==> src/hw/rtl/iiee_pkg.sv <==
// Package for the infix integer expression evaluator: payload structs,
// token and operator codes, sizes and the precedence function. No dependencies.
`default_nettype none
package iiee_pkg;
   localparam int STACK_DEPTH   = 32;
   localparam int NUM_POSITIONS = 16;
   localparam int SP_W  = $clog2(STACK_DEPTH + 1);
   localparam int SA_W  = $clog2(STACK_DEPTH);
   localparam int POS_W = (NUM_POSITIONS > 1) ? $clog2(NUM_POSITIONS) : 1;

   typedef enum logic [2:0] {
      KIND_LIT = 3'd0, KIND_POS = 3'd1, KIND_OPEN = 3'd2, KIND_CLOSE = 3'd3, KIND_OP = 3'd4
   } kind_type;

   localparam logic [3:0] OP_ADD = 4'd0, OP_SUB = 4'd1, OP_MUL = 4'd2, OP_DIV = 4'd3;
   localparam logic [3:0] OP_EQ = 4'd4, OP_NE = 4'd5, OP_LT = 4'd6, OP_LE = 4'd7;
   localparam logic [3:0] OP_GT = 4'd8, OP_GE = 4'd9, OP_AND = 4'd10, OP_OR = 4'd11;
   localparam logic [3:0] OPEN_MARK = 4'd15;

   localparam logic [1:0] ERR_NONE = 2'd0, ERR_DIV0 = 2'd1, ERR_OVF = 2'd2, ERR_FORM = 2'd3;

   typedef struct packed {
      logic        cmd;
      logic [2:0]  token_kind;
      logic [3:0]  op_code;
      logic [3:0]  pos_index;
      logic signed [31:0] operand_value;
      logic        last;
   } req_type;

   typedef struct packed {
      logic signed [31:0] result_value;
      logic        result_true;
      logic [1:0]  error_code;
   } rsp_type;

   // Binding level; smaller binds tighter.
   function automatic logic [2:0] level_of(input logic [3:0] op);
      if (op <= 4'd1) return 3'd4;
      if (op <= 4'd3) return 3'd3;
      if (op <= 4'd9) return 3'd5;
      return 3'd6;
   endfunction
endpackage
`default_nettype wire

==> src/hw/rtl/iiee_ram.sv <==
// Generic single-port-write, single-read RAM with registered read data.
// No dependencies.
`default_nettype none
module iiee_ram #(
   parameter int WIDTH = 32,
   parameter int DEPTH = 32
) (
   input  wire logic                     clock,
   input  wire logic                     wr_en,
   input  wire logic [$clog2(DEPTH)-1:0] wr_addr,
   input  wire logic [WIDTH-1:0]         wr_data,
   input  wire logic [$clog2(DEPTH)-1:0] rd_addr,
   output logic [WIDTH-1:0]              rd_data
);
   logic [WIDTH-1:0] mem [DEPTH];
   always_ff @(posedge clock) begin
      if (wr_en) mem[wr_addr] <= wr_data;
      rd_data <= mem[rd_addr];
   end
endmodule
`default_nettype wire

==> src/hw/rtl/iiee_div.sv <==
// Iterative signed 32-bit divider, one quotient bit per cycle, truncating.
// Depends on nothing; used by the evaluator top level.
`default_nettype none
module iiee_div (
   input  wire logic        clock,
   input  wire logic        reset,
   input  wire logic        start,
   input  wire logic [31:0] dividend,
   input  wire logic [31:0] divisor,
   output logic             done,
   output logic [31:0]      quotient
);
   logic [31:0] rem_ff, rem_in, quo_ff, quo_in, dsr_ff, dsr_in;
   logic [5:0]  cnt_ff, cnt_in;
   logic        neg_ff, neg_in, busy_ff, busy_in;
   logic [32:0] trial;

   always_comb begin
      rem_in = rem_ff; quo_in = quo_ff; dsr_in = dsr_ff; cnt_in = cnt_ff;
      neg_in = neg_ff; busy_in = busy_ff; done = 1'b0;
      trial = {rem_ff, quo_ff[31]} - {1'b0, dsr_ff};
      if (start) begin
         rem_in  = '0;
         quo_in  = dividend[31] ? (32'd0 - dividend) : dividend;
         dsr_in  = divisor[31] ? (32'd0 - divisor) : divisor;
         neg_in  = dividend[31] ^ divisor[31];
         cnt_in  = 6'd0;
         busy_in = 1'b1;
      end else if (busy_ff) begin
         if (cnt_ff == 6'd32) begin
            busy_in = 1'b0;
            done    = 1'b1;
         end else begin
            cnt_in = cnt_ff + 6'd1;
            if (!trial[32]) begin
               rem_in = trial[31:0];
               quo_in = {quo_ff[30:0], 1'b1};
            end else begin
               rem_in = {rem_ff[30:0], quo_ff[31]};
               quo_in = {quo_ff[30:0], 1'b0};
            end
         end
      end
   end
   assign quotient = neg_ff ? (32'd0 - quo_ff) : quo_ff;

   always_ff @(posedge clock) begin
      rem_ff <= rem_in; quo_ff <= quo_in; dsr_ff <= dsr_in; neg_ff <= neg_in;
      if (reset) begin
         busy_ff <= 1'b0; cnt_ff <= '0;
      end else begin
         busy_ff <= busy_in; cnt_ff <= cnt_in;
      end
   end

   a_done_busy: assert property (@(posedge clock) disable iff (reset)
      done |-> busy_ff) else $error("done without busy");
   a_cnt_range: assert property (@(posedge clock) disable iff (reset)
      cnt_ff <= 6'd32) else $error("count overrun");
   a_start_busy: assert property (@(posedge clock) disable iff (reset)
      start |=> busy_ff) else $error("start did not arm divider");
endmodule
`default_nettype wire

==> src/hw/rtl/infix_integer_expression_evaluator.sv <==
// Top level of the infix integer expression evaluator.
// Depends on iiee_pkg, iiee_ram (operator, value stacks) and iiee_div.
//
// Evaluates pre-tokenized infix expressions with an operator stack and a
// value stack, each held in a 32-entry RAM with registered read; the
// top-of-stack entries are read into registers and written back. One item is
// processed at a time. A literal, reference, open paren or position load goes
// straight to the finish state; a close paren or operator first peeks at the
// operator top and decides. Each operator popped and applied reads two values,
// writes back and reads the next operator, and a division also waits on the
// bit-serial divider. A token marked last starts a flush that walks the
// operator stack, applying each operator still stacked, and then presents one
// result item, held in an output register until taken while the next item is
// accepted behind it; a second result waits until the register frees.
// Errors (divide by zero, stack overflow, malformed) are sticky: the rest of
// the expression is skipped and its result is zero with the first error code.
`default_nettype none
module infix_integer_expression_evaluator (
   input  wire logic             clock,
   input  wire logic             reset,
   input  wire logic             req_valid,
   output logic                  req_ready,
   input  wire iiee_pkg::req_type req_data,
   output logic                  rsp_valid,
   input  wire logic             rsp_ready,
   output iiee_pkg::rsp_type     rsp_data
);
   localparam int SP_W = iiee_pkg::SP_W;
   localparam int SA_W = iiee_pkg::SA_W;

   typedef enum logic [8:0] {
      ST_IDLE  = 9'b000000001,
      ST_PEEK  = 9'b000000010, // read operator top
      ST_DEC   = 9'b000000100, // decide pop or finish
      ST_RD_R  = 9'b000001000, // read right value
      ST_RD_L  = 9'b000010000, // read left value
      ST_EXEC  = 9'b000100000, // apply operator
      ST_DIV   = 9'b001000000, // wait for divider
      ST_FIN   = 9'b010000000, // finish token
      ST_OUT   = 9'b100000000  // emit result
   } state_type;

   state_type state_ff, state_in;
   iiee_pkg::req_type tok_ff, tok_in;
   logic [SP_W-1:0] otop_ff, otop_in, vtop_ff, vtop_in;
   logic [1:0]  err_ff, err_in;
   logic        flush_ff, flush_in;
   logic [31:0] pos_ff [iiee_pkg::NUM_POSITIONS];
   logic [3:0]  opc_ff, opc_in;
   logic [31:0] rval_ff, rval_in;
   logic        rsp_valid_ff, rsp_valid_in;
   iiee_pkg::rsp_type rsp_ff, rsp_in;

   // stack RAM ports
   logic            o_we, v_we;
   logic [SA_W-1:0] o_wa, o_ra, v_wa, v_ra;
   logic [3:0]      o_wd, o_rd;
   logic [31:0]     v_wd, v_rd;
   logic            div_start, div_done;
   logic [31:0]     div_q;

   iiee_ram #(.WIDTH(4), .DEPTH(iiee_pkg::STACK_DEPTH)) u_ostack (
      .clock, .wr_en(o_we), .wr_addr(o_wa), .wr_data(o_wd), .rd_addr(o_ra), .rd_data(o_rd));
   iiee_ram #(.WIDTH(32), .DEPTH(iiee_pkg::STACK_DEPTH)) u_vstack (
      .clock, .wr_en(v_we), .wr_addr(v_wa), .wr_data(v_wd), .rd_addr(v_ra), .rd_data(v_rd));
   iiee_div u_div (.clock, .reset, .start(div_start), .dividend(v_rd), .divisor(rval_ff),
      .done(div_done), .quotient(div_q));

   logic [SP_W-1:0] otop_m1, vtop_m1, vtop_m2;
   assign otop_m1 = otop_ff - SP_W'(1);
   assign vtop_m1 = vtop_ff - SP_W'(1);
   assign vtop_m2 = vtop_ff - SP_W'(2);

   // The output register parts the two sides: only a busy sequencer holds the input.
   logic fire_in;
   assign req_ready = (state_ff == ST_IDLE);
   assign fire_in   = req_valid && req_ready;
   assign rsp_valid = rsp_valid_ff;
   assign rsp_data  = rsp_ff;

   logic [31:0] pos_rd, alu;
   logic signed [31:0] ls, rs;
   always_comb begin
      pos_rd = '0;
      if (32'(tok_ff.pos_index) < 32'(iiee_pkg::NUM_POSITIONS))
         pos_rd = pos_ff[iiee_pkg::POS_W'(tok_ff.pos_index)];
   end

   always_comb begin
      ls = v_rd; rs = rval_ff;
      unique case (opc_ff)
         iiee_pkg::OP_ADD: alu = v_rd + rval_ff;
         iiee_pkg::OP_SUB: alu = v_rd - rval_ff;
         iiee_pkg::OP_EQ:  alu = {31'd0, ls == rs};
         iiee_pkg::OP_NE:  alu = {31'd0, ls != rs};
         iiee_pkg::OP_LT:  alu = {31'd0, ls < rs};
         iiee_pkg::OP_LE:  alu = {31'd0, ls <= rs};
         iiee_pkg::OP_GT:  alu = {31'd0, ls > rs};
         iiee_pkg::OP_GE:  alu = {31'd0, ls >= rs};
         iiee_pkg::OP_AND: alu = {31'd0, (v_rd != 0) && (rval_ff != 0)};
         iiee_pkg::OP_OR:  alu = {31'd0, (v_rd != 0) || (rval_ff != 0)};
         default:          alu = v_rd * rval_ff;
      endcase
   end

   // Main sequencer.
   always_comb begin
      logic [1:0] e;
      logic pop;
      state_in = state_ff; tok_in = tok_ff; otop_in = otop_ff; vtop_in = vtop_ff;
      err_in = err_ff; flush_in = flush_ff; opc_in = opc_ff; rval_in = rval_ff;
      rsp_valid_in = rsp_valid_ff && !rsp_ready; rsp_in = rsp_ff;
      o_we = 1'b0; o_wa = otop_ff[SA_W-1:0]; o_wd = tok_ff.op_code;
      o_ra = otop_m1[SA_W-1:0];
      v_we = 1'b0; v_wa = vtop_ff[SA_W-1:0]; v_wd = tok_ff.operand_value;
      v_ra = vtop_m1[SA_W-1:0];
      div_start = 1'b0; e = err_ff; pop = 1'b0;
      unique case (state_ff)
         ST_IDLE: if (fire_in) begin
            tok_in = req_data;
            if (req_data.cmd) begin
               if (err_ff != iiee_pkg::ERR_NONE) state_in = ST_FIN;
               else begin
                  unique case (req_data.token_kind)
                     iiee_pkg::KIND_LIT, iiee_pkg::KIND_POS, iiee_pkg::KIND_OPEN:
                        state_in = ST_FIN;
                     iiee_pkg::KIND_CLOSE: state_in = ST_PEEK;
                     iiee_pkg::KIND_OP: begin
                        if (req_data.op_code > iiee_pkg::OP_OR) begin
                           err_in = iiee_pkg::ERR_FORM; state_in = ST_FIN;
                        end else state_in = ST_PEEK;
                     end
                     default: begin
                        err_in = iiee_pkg::ERR_FORM; state_in = ST_FIN;
                     end
                  endcase
               end
            end else state_in = ST_FIN;
         end
         ST_PEEK: state_in = ST_DEC; // o_ra presents top operator
         ST_DEC: begin
            priority if (err_ff != iiee_pkg::ERR_NONE || otop_ff == '0) begin
               // a close paren with nothing left to match is malformed
               if (!flush_ff && tok_ff.token_kind == iiee_pkg::KIND_CLOSE
                   && err_ff == iiee_pkg::ERR_NONE)
                  err_in = iiee_pkg::ERR_FORM;
               state_in = ST_FIN;
            end else if (flush_ff) begin
               // final flush: an open paren still stacked is unbalanced
               if (o_rd == iiee_pkg::OPEN_MARK) begin
                  err_in = iiee_pkg::ERR_FORM; state_in = ST_FIN;
               end else pop = 1'b1;
            end else if (tok_ff.token_kind == iiee_pkg::KIND_CLOSE) begin
               if (o_rd == iiee_pkg::OPEN_MARK) begin
                  otop_in = otop_m1; state_in = ST_FIN; // drop the matching paren
               end else pop = 1'b1;
            end else begin
               if (o_rd != iiee_pkg::OPEN_MARK &&
                   iiee_pkg::level_of(o_rd) <= iiee_pkg::level_of(tok_ff.op_code))
                  pop = 1'b1;
               else state_in = ST_FIN;
            end
            if (pop) begin
               otop_in = otop_m1; opc_in = o_rd;
               if (vtop_ff < SP_W'(2)) begin
                  err_in = iiee_pkg::ERR_FORM; state_in = ST_FIN;
               end else state_in = ST_RD_R;
            end
         end
         ST_RD_R: begin
            state_in = ST_RD_L; // v_ra = top-1 issued
         end
         ST_RD_L: begin
            rval_in = v_rd; v_ra = vtop_m2[SA_W-1:0]; state_in = ST_EXEC;
         end
         ST_EXEC: begin
            vtop_in = vtop_m1;
            v_wa = vtop_m2[SA_W-1:0];
            if (opc_ff == iiee_pkg::OP_DIV) begin
               if (rval_ff == '0) begin
                  err_in = iiee_pkg::ERR_DIV0; state_in = ST_PEEK;
               end else begin
                  div_start = 1'b1; state_in = ST_DIV;
               end
            end else begin
               v_we = 1'b1; v_wd = alu; state_in = ST_PEEK;
            end
         end
         ST_DIV: begin
            v_wa = vtop_m1[SA_W-1:0]; v_wd = div_q;
            if (div_done) begin
               v_we = 1'b1; state_in = ST_PEEK;
            end
         end
         ST_FIN: begin
            // First entry from IDLE (push work), or after stack walk.
            state_in = ST_IDLE;
            if (tok_ff.cmd && !flush_ff && err_ff == iiee_pkg::ERR_NONE) begin
               unique case (tok_ff.token_kind)
                  iiee_pkg::KIND_LIT, iiee_pkg::KIND_POS: begin
                     if (vtop_ff >= SP_W'(iiee_pkg::STACK_DEPTH)) e = iiee_pkg::ERR_OVF;
                     else begin
                        v_we = 1'b1;
                        v_wd = (tok_ff.token_kind == iiee_pkg::KIND_POS) ? pos_rd
                                                                       : tok_ff.operand_value;
                        vtop_in = vtop_ff + SP_W'(1);
                     end
                  end
                  iiee_pkg::KIND_OPEN, iiee_pkg::KIND_OP: begin
                     if (otop_ff >= SP_W'(iiee_pkg::STACK_DEPTH)) e = iiee_pkg::ERR_OVF;
                     else begin
                        o_we = 1'b1;
                        o_wd = (tok_ff.token_kind == iiee_pkg::KIND_OPEN) ? iiee_pkg::OPEN_MARK
                                                                         : tok_ff.op_code;
                        otop_in = otop_ff + SP_W'(1);
                     end
                  end
                  default: e = err_ff;
               endcase
               err_in = e;
            end
            // After the last token, walk the operator stack once more, then emit.
            if (flush_ff) state_in = ST_OUT;
            else if (tok_ff.cmd && tok_ff.last) begin
               flush_in = 1'b1; state_in = ST_PEEK;
            end
         end
         ST_OUT: begin
            v_ra = '0;
            if (!(rsp_valid_ff && !rsp_ready)) begin
               e = err_ff;
               if (e == iiee_pkg::ERR_NONE && vtop_ff != SP_W'(1)) e = iiee_pkg::ERR_FORM;
               rsp_in.error_code   = e;
               rsp_in.result_value = (e == iiee_pkg::ERR_NONE) ? v_rd : '0;
               rsp_in.result_true  = (e == iiee_pkg::ERR_NONE) && (v_rd != '0);
               rsp_valid_in = 1'b1;
               otop_in = '0; vtop_in = '0; err_in = iiee_pkg::ERR_NONE; flush_in = 1'b0;
               state_in = ST_IDLE;
            end
         end
         default: state_in = ST_IDLE;
      endcase
      // value stack read address for output: bottom entry
      if (state_in == ST_OUT) v_ra = '0;
   end

   always_ff @(posedge clock) begin
      tok_ff <= tok_in; opc_ff <= opc_in; rval_ff <= rval_in; rsp_ff <= rsp_in;
      if (reset) begin
         state_ff <= ST_IDLE; otop_ff <= '0; vtop_ff <= '0; err_ff <= '0;
         flush_ff <= 1'b0; rsp_valid_ff <= 1'b0;
         for (int i = 0; i < iiee_pkg::NUM_POSITIONS; i++) pos_ff[i] <= '0;
      end else begin
         state_ff <= state_in; otop_ff <= otop_in; vtop_ff <= vtop_in; err_ff <= err_in;
         flush_ff <= flush_in; rsp_valid_ff <= rsp_valid_in;
         if (fire_in && !req_data.cmd &&
             32'(req_data.pos_index) < 32'(iiee_pkg::NUM_POSITIONS))
            pos_ff[iiee_pkg::POS_W'(req_data.pos_index)] <= req_data.operand_value;
      end
   end

   a_tops: assert property (@(posedge clock) disable iff (reset)
      otop_ff <= SP_W'(iiee_pkg::STACK_DEPTH) && vtop_ff <= SP_W'(iiee_pkg::STACK_DEPTH))
      else $error("stack pointer overrun");
   a_rsp_clear: assert property (@(posedge clock) disable iff (reset)
      (state_ff == ST_OUT && state_in == ST_IDLE) |=> (otop_ff == '0 && vtop_ff == '0))
      else $error("stacks not emptied after result");
   a_err_zero: assert property (@(posedge clock) disable iff (reset)
      (rsp_valid && rsp_data.error_code != iiee_pkg::ERR_NONE) |-> rsp_data.result_value == '0)
      else $error("error result not zero");
endmodule
`default_nettype wire
==> config.mk <==
export PLATFORM = sky130hd
export DESIGN_NAME = infix_integer_expression_evaluator
export DESIGN_NICKNAME = d
export VERILOG_FILES = /design/src/hw/rtl/iiee_pkg.sv /design/src/hw/rtl/iiee_ram.sv /design/src/hw/rtl/iiee_div.sv /design/src/hw/rtl/infix_integer_expression_evaluator.sv
export SDC_FILE = /design/constraint.sdc
export NUM_CORES = 2
export LEC_CHECK = 0
export ABC_CLOCK_PERIOD_IN_PS = 9100
export BUFFER_PORTS_ARGS = -buffer_cell sky130_fd_sc_hd__buf_2
export CORE_ASPECT_RATIO = 1.4
export CORE_MARGIN = 2
export CORE_UTILIZATION = 40
export CTS_BUF_LIST = sky130_fd_sc_hd__clkbuf_4
export DETAILED_ROUTE_END_ITERATION = 10
export PLACE_DENSITY_LB_ADDON = 0.1
export SYNTH_ARGS = -nofsm -noshare
export SYNTH_HDL_FRONTEND = slang
export SYNTH_SLANG_ARGS = --single-unit
export TNS_END_PERCENT = 10
==> constraint.sdc <==
create_clock -name clock -period 9.1 [get_ports clock]
set_input_delay 1.82 -clock clock [delete_from_list [all_inputs] [get_ports clock]]
set_output_delay 1.82 -clock clock [all_outputs]
set_load 0.005 [all_outputs]
# [Word-level counts from Yosys, hierarchy flattened]
# Memory sizes are Yosys's and may differ from the RTL's. A register that Yosys moved wholly into a read port is not among the register bits.
# Index checks and enable logic that the tools add are counted.
[classes] multipliers=1 eq_ne=55 n_bitwise=3 addsub=12 n_lt_le_gt_ge=15 reduce_logical=46 n_mux=177
[ops] operator="$mux W32" n=12
[ops] operator="$pmux W32 S10" n=1
[ops] operator="$mux W9" n=12
[ops] operator="$pmux W32 S3" n=1
[ops] operator="$sub A1 B32 Y32 const A" n=3
[ops] operator="$pmux W9 S9" n=1
[ops] operator="$mux W1" n=75
[ops] operator="$mux W6" n=12
[ops] operator="$reduce_bool A32 Y1" n=2
[ops] operator="$mux W3" n=20
[ops] operator="$mux W2" n=20
[ops] operator="$pmux W6 S3" n=2
[ops] operator="$sub A33 B32 Y33" n=1
[ops] operator="$add A32 B32 Y32" n=1
[ops] operator="$eq A32 B32 Y1" n=1
[ops] operator="$ge A32 B32 Y1" n=1
[ops] operator="$gt A32 B32 Y1" n=1
[ops] operator="$le A32 B32 Y1" n=1
[ops] operator="$logic_not A32 Y1" n=1
[ops] operator="$lt A32 B32 Y1" n=1
[ops] operator="$mul A32 B32 Y32" n=1
[ops] operator="$ne A32 B32 Y1" n=1
[ops] operator="$reduce_or A32 Y1" n=1
[ops] operator="$sub A32 B32 Y32" n=1
[ops] operator="62 further kinds" n=136
[totals] out_inout_bits=37 n_memories=3 in_bits=49 ram_bits=1664 elab_cells=336 regBits=245
[mem_list] memory="u_vstack.mem" words=32 word_bits=32 rd=1 rd_clocked_by_memory_dff=1 wr=1 line="iiee_ram.sv:15" source="logic [WIDTH-1:0] mem [DEPTH];"
[mem_list] memory="pos_ff" words=16 word_bits=32 rd=1 rd_clocked_by_memory_dff=1 wr=16 line="infix_integer_expression_evaluator.sv:48" source="logic [31:0] pos_ff [iiee_pkg::NUM_POSITIONS];"
[mem_list] memory="u_ostack.mem" words=32 word_bits=4 rd=1 rd_clocked_by_memory_dff=1 wr=1 line="iiee_ram.sv:15"

# [Longest topological paths before layout]
[depth] depth_word=35 ltp_mapped=28 depth_no_buf=26

# [Cells and area by module]
# Synthesis repeated with hierarchy kept, for this count alone.
[unflattened] cells_unflattened=7712 hier_area_um2=102659.7
[by_module_without_submodules] mod="infix_integer_expression_evaluator" area_per_inst_um2=49222.2 n_inst=1 seq_area_each_um2=19438.6 cells_per_inst=4297
[by_module_without_submodules] mod="iiee_ram (u_vstack)" area_per_inst_um2=40492.6 n_inst=1 seq_area_each_um2=31390.1 cells_per_inst=2260
[by_module_without_submodules] mod="iiee_div" area_per_inst_um2=7806.2 n_inst=1 seq_area_each_um2=2732.6 cells_per_inst=924
[by_module_without_submodules] mod="iiee_ram (u_ostack)" area_per_inst_um2=5138.7 n_inst=1 seq_area_each_um2=3923.8 cells_per_inst=231

# [Worst setup path before layout]
# OpenSTA, ideal clock, no wires.
[synth_path] path_kind="reg-to-reg" from="register u_vstack.rd_data[13], read port of u_vstack.mem" to="memory u_vstack.mem[0][31], data pin" required_ps=8710 synth_period_minus_slack_ps=8325 n_path_buf=2 t_arrival_ps=7935 setup_time_ps=390 setup_slack_ps=775 path_stages_with_launch=27 path_cell_list="dfxtp_1 clkbuf_1 clkbuf_1 and2_1 fa_1 fa_1 fa_1 inv_1 fa_1 inv_1 fa_1 inv_1 fa_1 inv_1 fa_1 fa_1 ha_1 a21oi_1 o21ai_0 a22oi_1 o21a_1 o31ai_1 o41ai_1 o221ai_1 a21oi_1 xnor2_1 o221ai_1"
[synth_between] elab_chain_len=4 elab_cells_between_ends=6 classes_between="add/sub (2); mul (1); mux (3)"
[synth_lines] element="start: declaration" line="iiee_ram.sv:13" source="output logic [WIDTH-1:0] rd_data"
[synth_lines] element="$mul A32 B32 Y32 (tied with other cells)" line="infix_integer_expression_evaluator.sv:102" source="default: alu = v_rd * rval_ff;"
[synth_lines] element="$pmux W32 S10 *" line="infix_integer_expression_evaluator.sv:91" source="unique case (opc_ff)"
[synth_lines] element="$mux W32 *" line="infix_integer_expression_evaluator.sv:179" source="if (opc_ff == iiee_pkg::OP_DIV) begin"
[synth_lines] element="$pmux W32 S3 *" line="infix_integer_expression_evaluator.sv:118" source="unique case (state_ff)"
[synth_lines] element="net u_vstack.wr_data[31]" line="iiee_ram.sv:11" source="input wire logic [WIDTH-1:0] wr_data,"
[synth_lines] element="end: declaration" line="iiee_ram.sv:15"
# Mark *: on every way through the listed nets, which the timed path passes. The rest lies on a longest branch.

# [Final worst setup path]
[layout_path] from="register u_vstack.rd_data[12], read port of u_vstack.mem" to="memory u_vstack.mem[15][21], data pin"
# The elaborated chain is that of the path after synthesis.

==> impl_metrics.toml <==
[min_path]
holdPathStages = 2
worstHoldPathType = "register to register"

[global_routing]
antenna_found_initial = 48
grt_max_degree = 135
track_usage = 0.272
grt_remaining_overflow = 0
grt_pass1_wl_um = 513000
first_global_vias = 71059

[sta]
hold_violations = 0
worst_pin_slew_ps = 1290
setup_viol = 0
fin_skew_ps = 167
setup_ws_ps = 232
min_period_ps = 8870
final_max_slew_viol_count = 0
timing.final.crit_share = 0.974
relSlewSlack = 0.141
grt_setup_unrepaired = "no"
timing.fmax_mhz = 113
final.setup.tns_ps = 0

[synthesis]
avgSynthCellArea_sq_um = 12.7
synth_edf_count = 1845
ys_types = 95
synth_ff_type = "edfxtp_1"
ys_ff_latch = 1949
seq_area_frac_synth = 0.558
syn_area_sq_mm = 0.103
async_reset_ff_frac = 0
synth_nets = 8807
ys_warn_count = 0
syn_inst = 8111

[drt]
wl_um = 358000
detail_route.first_pass.iterations = 6
vias = 69691
drc = 0
routedWlPerCell_um = 29.4
dr.first_iter.drc_count = 6481
vias_per_cell = 5.71
ant_nets = 0

[finish]
drive_gt1_frac = 0.169
fin_area_sq_mm = 0.114
nets = 9089
area_growth_syn_to_layout_pct = 11.2
fillCellCount = 23637

[placed_design]
globalplace.congestion = 0.935
numPortBuffers = 85
pre_cts_ws_ps = 399
dp_hpwl_um = 224000
placed_cell_area_sq_mm = 0.108

[power_and_ir_drop]
total_power_mw = 39.8
ir_drop_mv = 0.981
power.density_mw_per_mm2 = 347
p_leak_nw = 42.8

[clock_tree]
clk_latency_ps = 1370
clk_transition_reported_paths_ps = 70
htreeDepth = 5
numClockSinks = 1949
cts-root-buf = "clkbuf_4"
cts_buffers = 485
clockBufferDepth = 4
cts_tree = "built"

[setup_path]
crit_arrival_ps = 9740
rr_worst_depth = 25
crit_required_ps = 9970
startpoint_type = "register"
crit_type = "register to register"
crit_path_max_fanout = 32
end_kind = "register"

[job]
maxCapViolCount = 0

[floorplanning]
fp.coreArea_sq_mm = 0.256
fp-row-count = 220
die_h_um = 604
die_x_um = 433
pin_count = 86
die_area_sq_mm = 0.262
start_util = 0.402

[outcome]
outcome = "finished clean"
power breakdown:
| group | leakage (nW) | total, mW | switching [mW] | internal, mW |
|---|---|---|---|---|
| sequential | 18.2 | 10.3 | 0.178 | 10.1 |
| combinational | 21.0 | 22.1 | 13.9 | 8.25 |
| clock | 3.63 | 7.40 | 3.63 | 3.77 |
synthesized netlist by cell type (35+ instances only):
cell type / n / share of area
inv_1: 523 / 0.019
and2_1: 857 / 0.052
o22ai_1: 48 / 0.0029
or3_1: 278 / 0.017
ha_1: 236 / 0.029
o21ai_0: 275 / 0.013
nor2_1: 303 / 0.011
o211ai_1: 234 / 0.017
dfxtp_1: 104 / 0.020
nand3_1: 114 / 0.0055
o31ai_1: 37 / 0.0027
buf_2: 35 / 0.0017
nand4_1: 52 / 0.0032
a211o_1: 36 / 0.0031
mux2i_1: 141 / 0.014
nor3_1: 64 / 0.0031
edfxtp_1: 1845 / 0.54
fa_1: 411 / 0.080
a211oi_1: 126 / 0.0092
and3_1: 73 / 0.0044
clkbuf_1: 491 / 0.018
xnor2_1: 155 / 0.013
nand2_1: 605 / 0.022
a21oi_1: 223 / 0.011
mux4_2: 200 / 0.044
a31oi_1: 123 / 0.0075
xor2_1: 89 / 0.0076
kinds of logic after synthesis:
| family | after synthesis | share of synthesized area |
|---|---|---|
| multiplexers | 348 | 0.0582 |
| flip-flops | 1949 | 0.558 |
| adder cells (fa/ha/maj) | 648 | 0.109 |
| AND/OR/NAND/NOR | 2501 | 0.129 |
| XOR/XNOR | 244 | 0.0208 |
| AO/OA/AOI/OAI | 1333 | 0.0848 |
| buffers and inverters | 1088 | 0.0403 |
final timing paths:
kind	start	endpoint	slack [ps]
worst max-delay path	u_vstack.rd_data[12]	u_vstack.mem[15][21]	230
worst min-delay path	tok_ff[36]	register	460
worst max register to register	u_vstack.rd_data[12]	u_vstack.mem[15][21]	230
worst min register to register	tok_ff[36]	register	460
area by class of cell:
cell class / instances / area, sq um / area share
diodes: 18 / 45.0 / 0.000394
inverters: 526 / 1970 / 0.0172
repair buffers: 357 / 2630 / 0.0230
well taps: 3441 / 4310 / 0.0376
clock inverters: 119 / 694 / 0.00607
flip-flops and latches: 1949 / 57500 / 0.502
multi-input cells: 5074 / 41900 / 0.366
clock buffers: 717 / 5380 / 0.0470
cell usage in the layout, fill, tap and decap left out, drive strengths merged, types with 114 or more instances in the layout:
master / netlist / routed
nor2: 303 / 303
edfxtp: 1845 / 1845
fa: 411 / 411
o21ai: 298 / 298
o211ai: 234 / 234
a21oi: 223 / 223
nand2: 606 / 606
ha: 236 / 236
clkbuf: 492 / 717
a31oi: 123 / 123
inv: 524 / 530
a211oi: 126 / 126
and2: 858 / 858
buf: 70 / 357
mux4: 200 / 200
xnor2: 155 / 155
nand3: 114 / 114
or3: 279 / 279
mux2i: 141 / 141
through the flow:
step	cells	util	hold slack, ps
after CTS	12183	0.446	459
after global routing	12188	0.447	473
final	12201	0.447	463
after detailed placement	11347	0.423	432
after global placement	11347	0.423	425
after floorplan	8111	-	408
worst max-delay path, stage by stage, from the launching register on:
cell and delay (ps):
dfxtp_1 740, and2_1 250, fa_1 460, fa_1 500
fa_1 530, inv_1 60, fa_1 470, inv_1 50
fa_1 500, inv_1 60, fa_1 550, inv_1 60
fa_1 520, fa_1 430, ha_1 350, a21oi_1 180
o21ai_0 140, a22oi_1 200, o21a_1 290, nand2b_1 90
a21oi_1 180, xor2_1 380, nor3_1 160, o32ai_1 620
buf_4 280, o21ai_2 340
sequential cells by signal, indices dropped and copies added, names as in the netlist, 35 cells and up, named ones only:
| signal | cells |
|---|---|
| pos_ff | 512 |
| rsp_data | 35 |
| tok_ff | 45 |
| u_ostack.mem | 128 |
| u_vstack.mem | 1024 |
timing repair:
item | in CTS | in global routing
hold buffers | 0 | 0
gates resized for setup | 0 | 1
setup endpoints to repair | 0 | 30
buffers inserted | 0 | 0
layer usage:
| metal | vias to the layer above | track usage | routed length, um |
|---|---|---|---|
| met5 | - | 0 | 222 |
| met3 | 745 | 0.0505 | 24600 |
| li1 | 30236 | - | - |
| met4 | 30 | 0.119 | 16100 |
| met2 | 2875 | 0.459 | 177000 |
| met1 | 35805 | 0.341 | 141000 |
No activity file was read; power rests on OpenSTA's default activity.
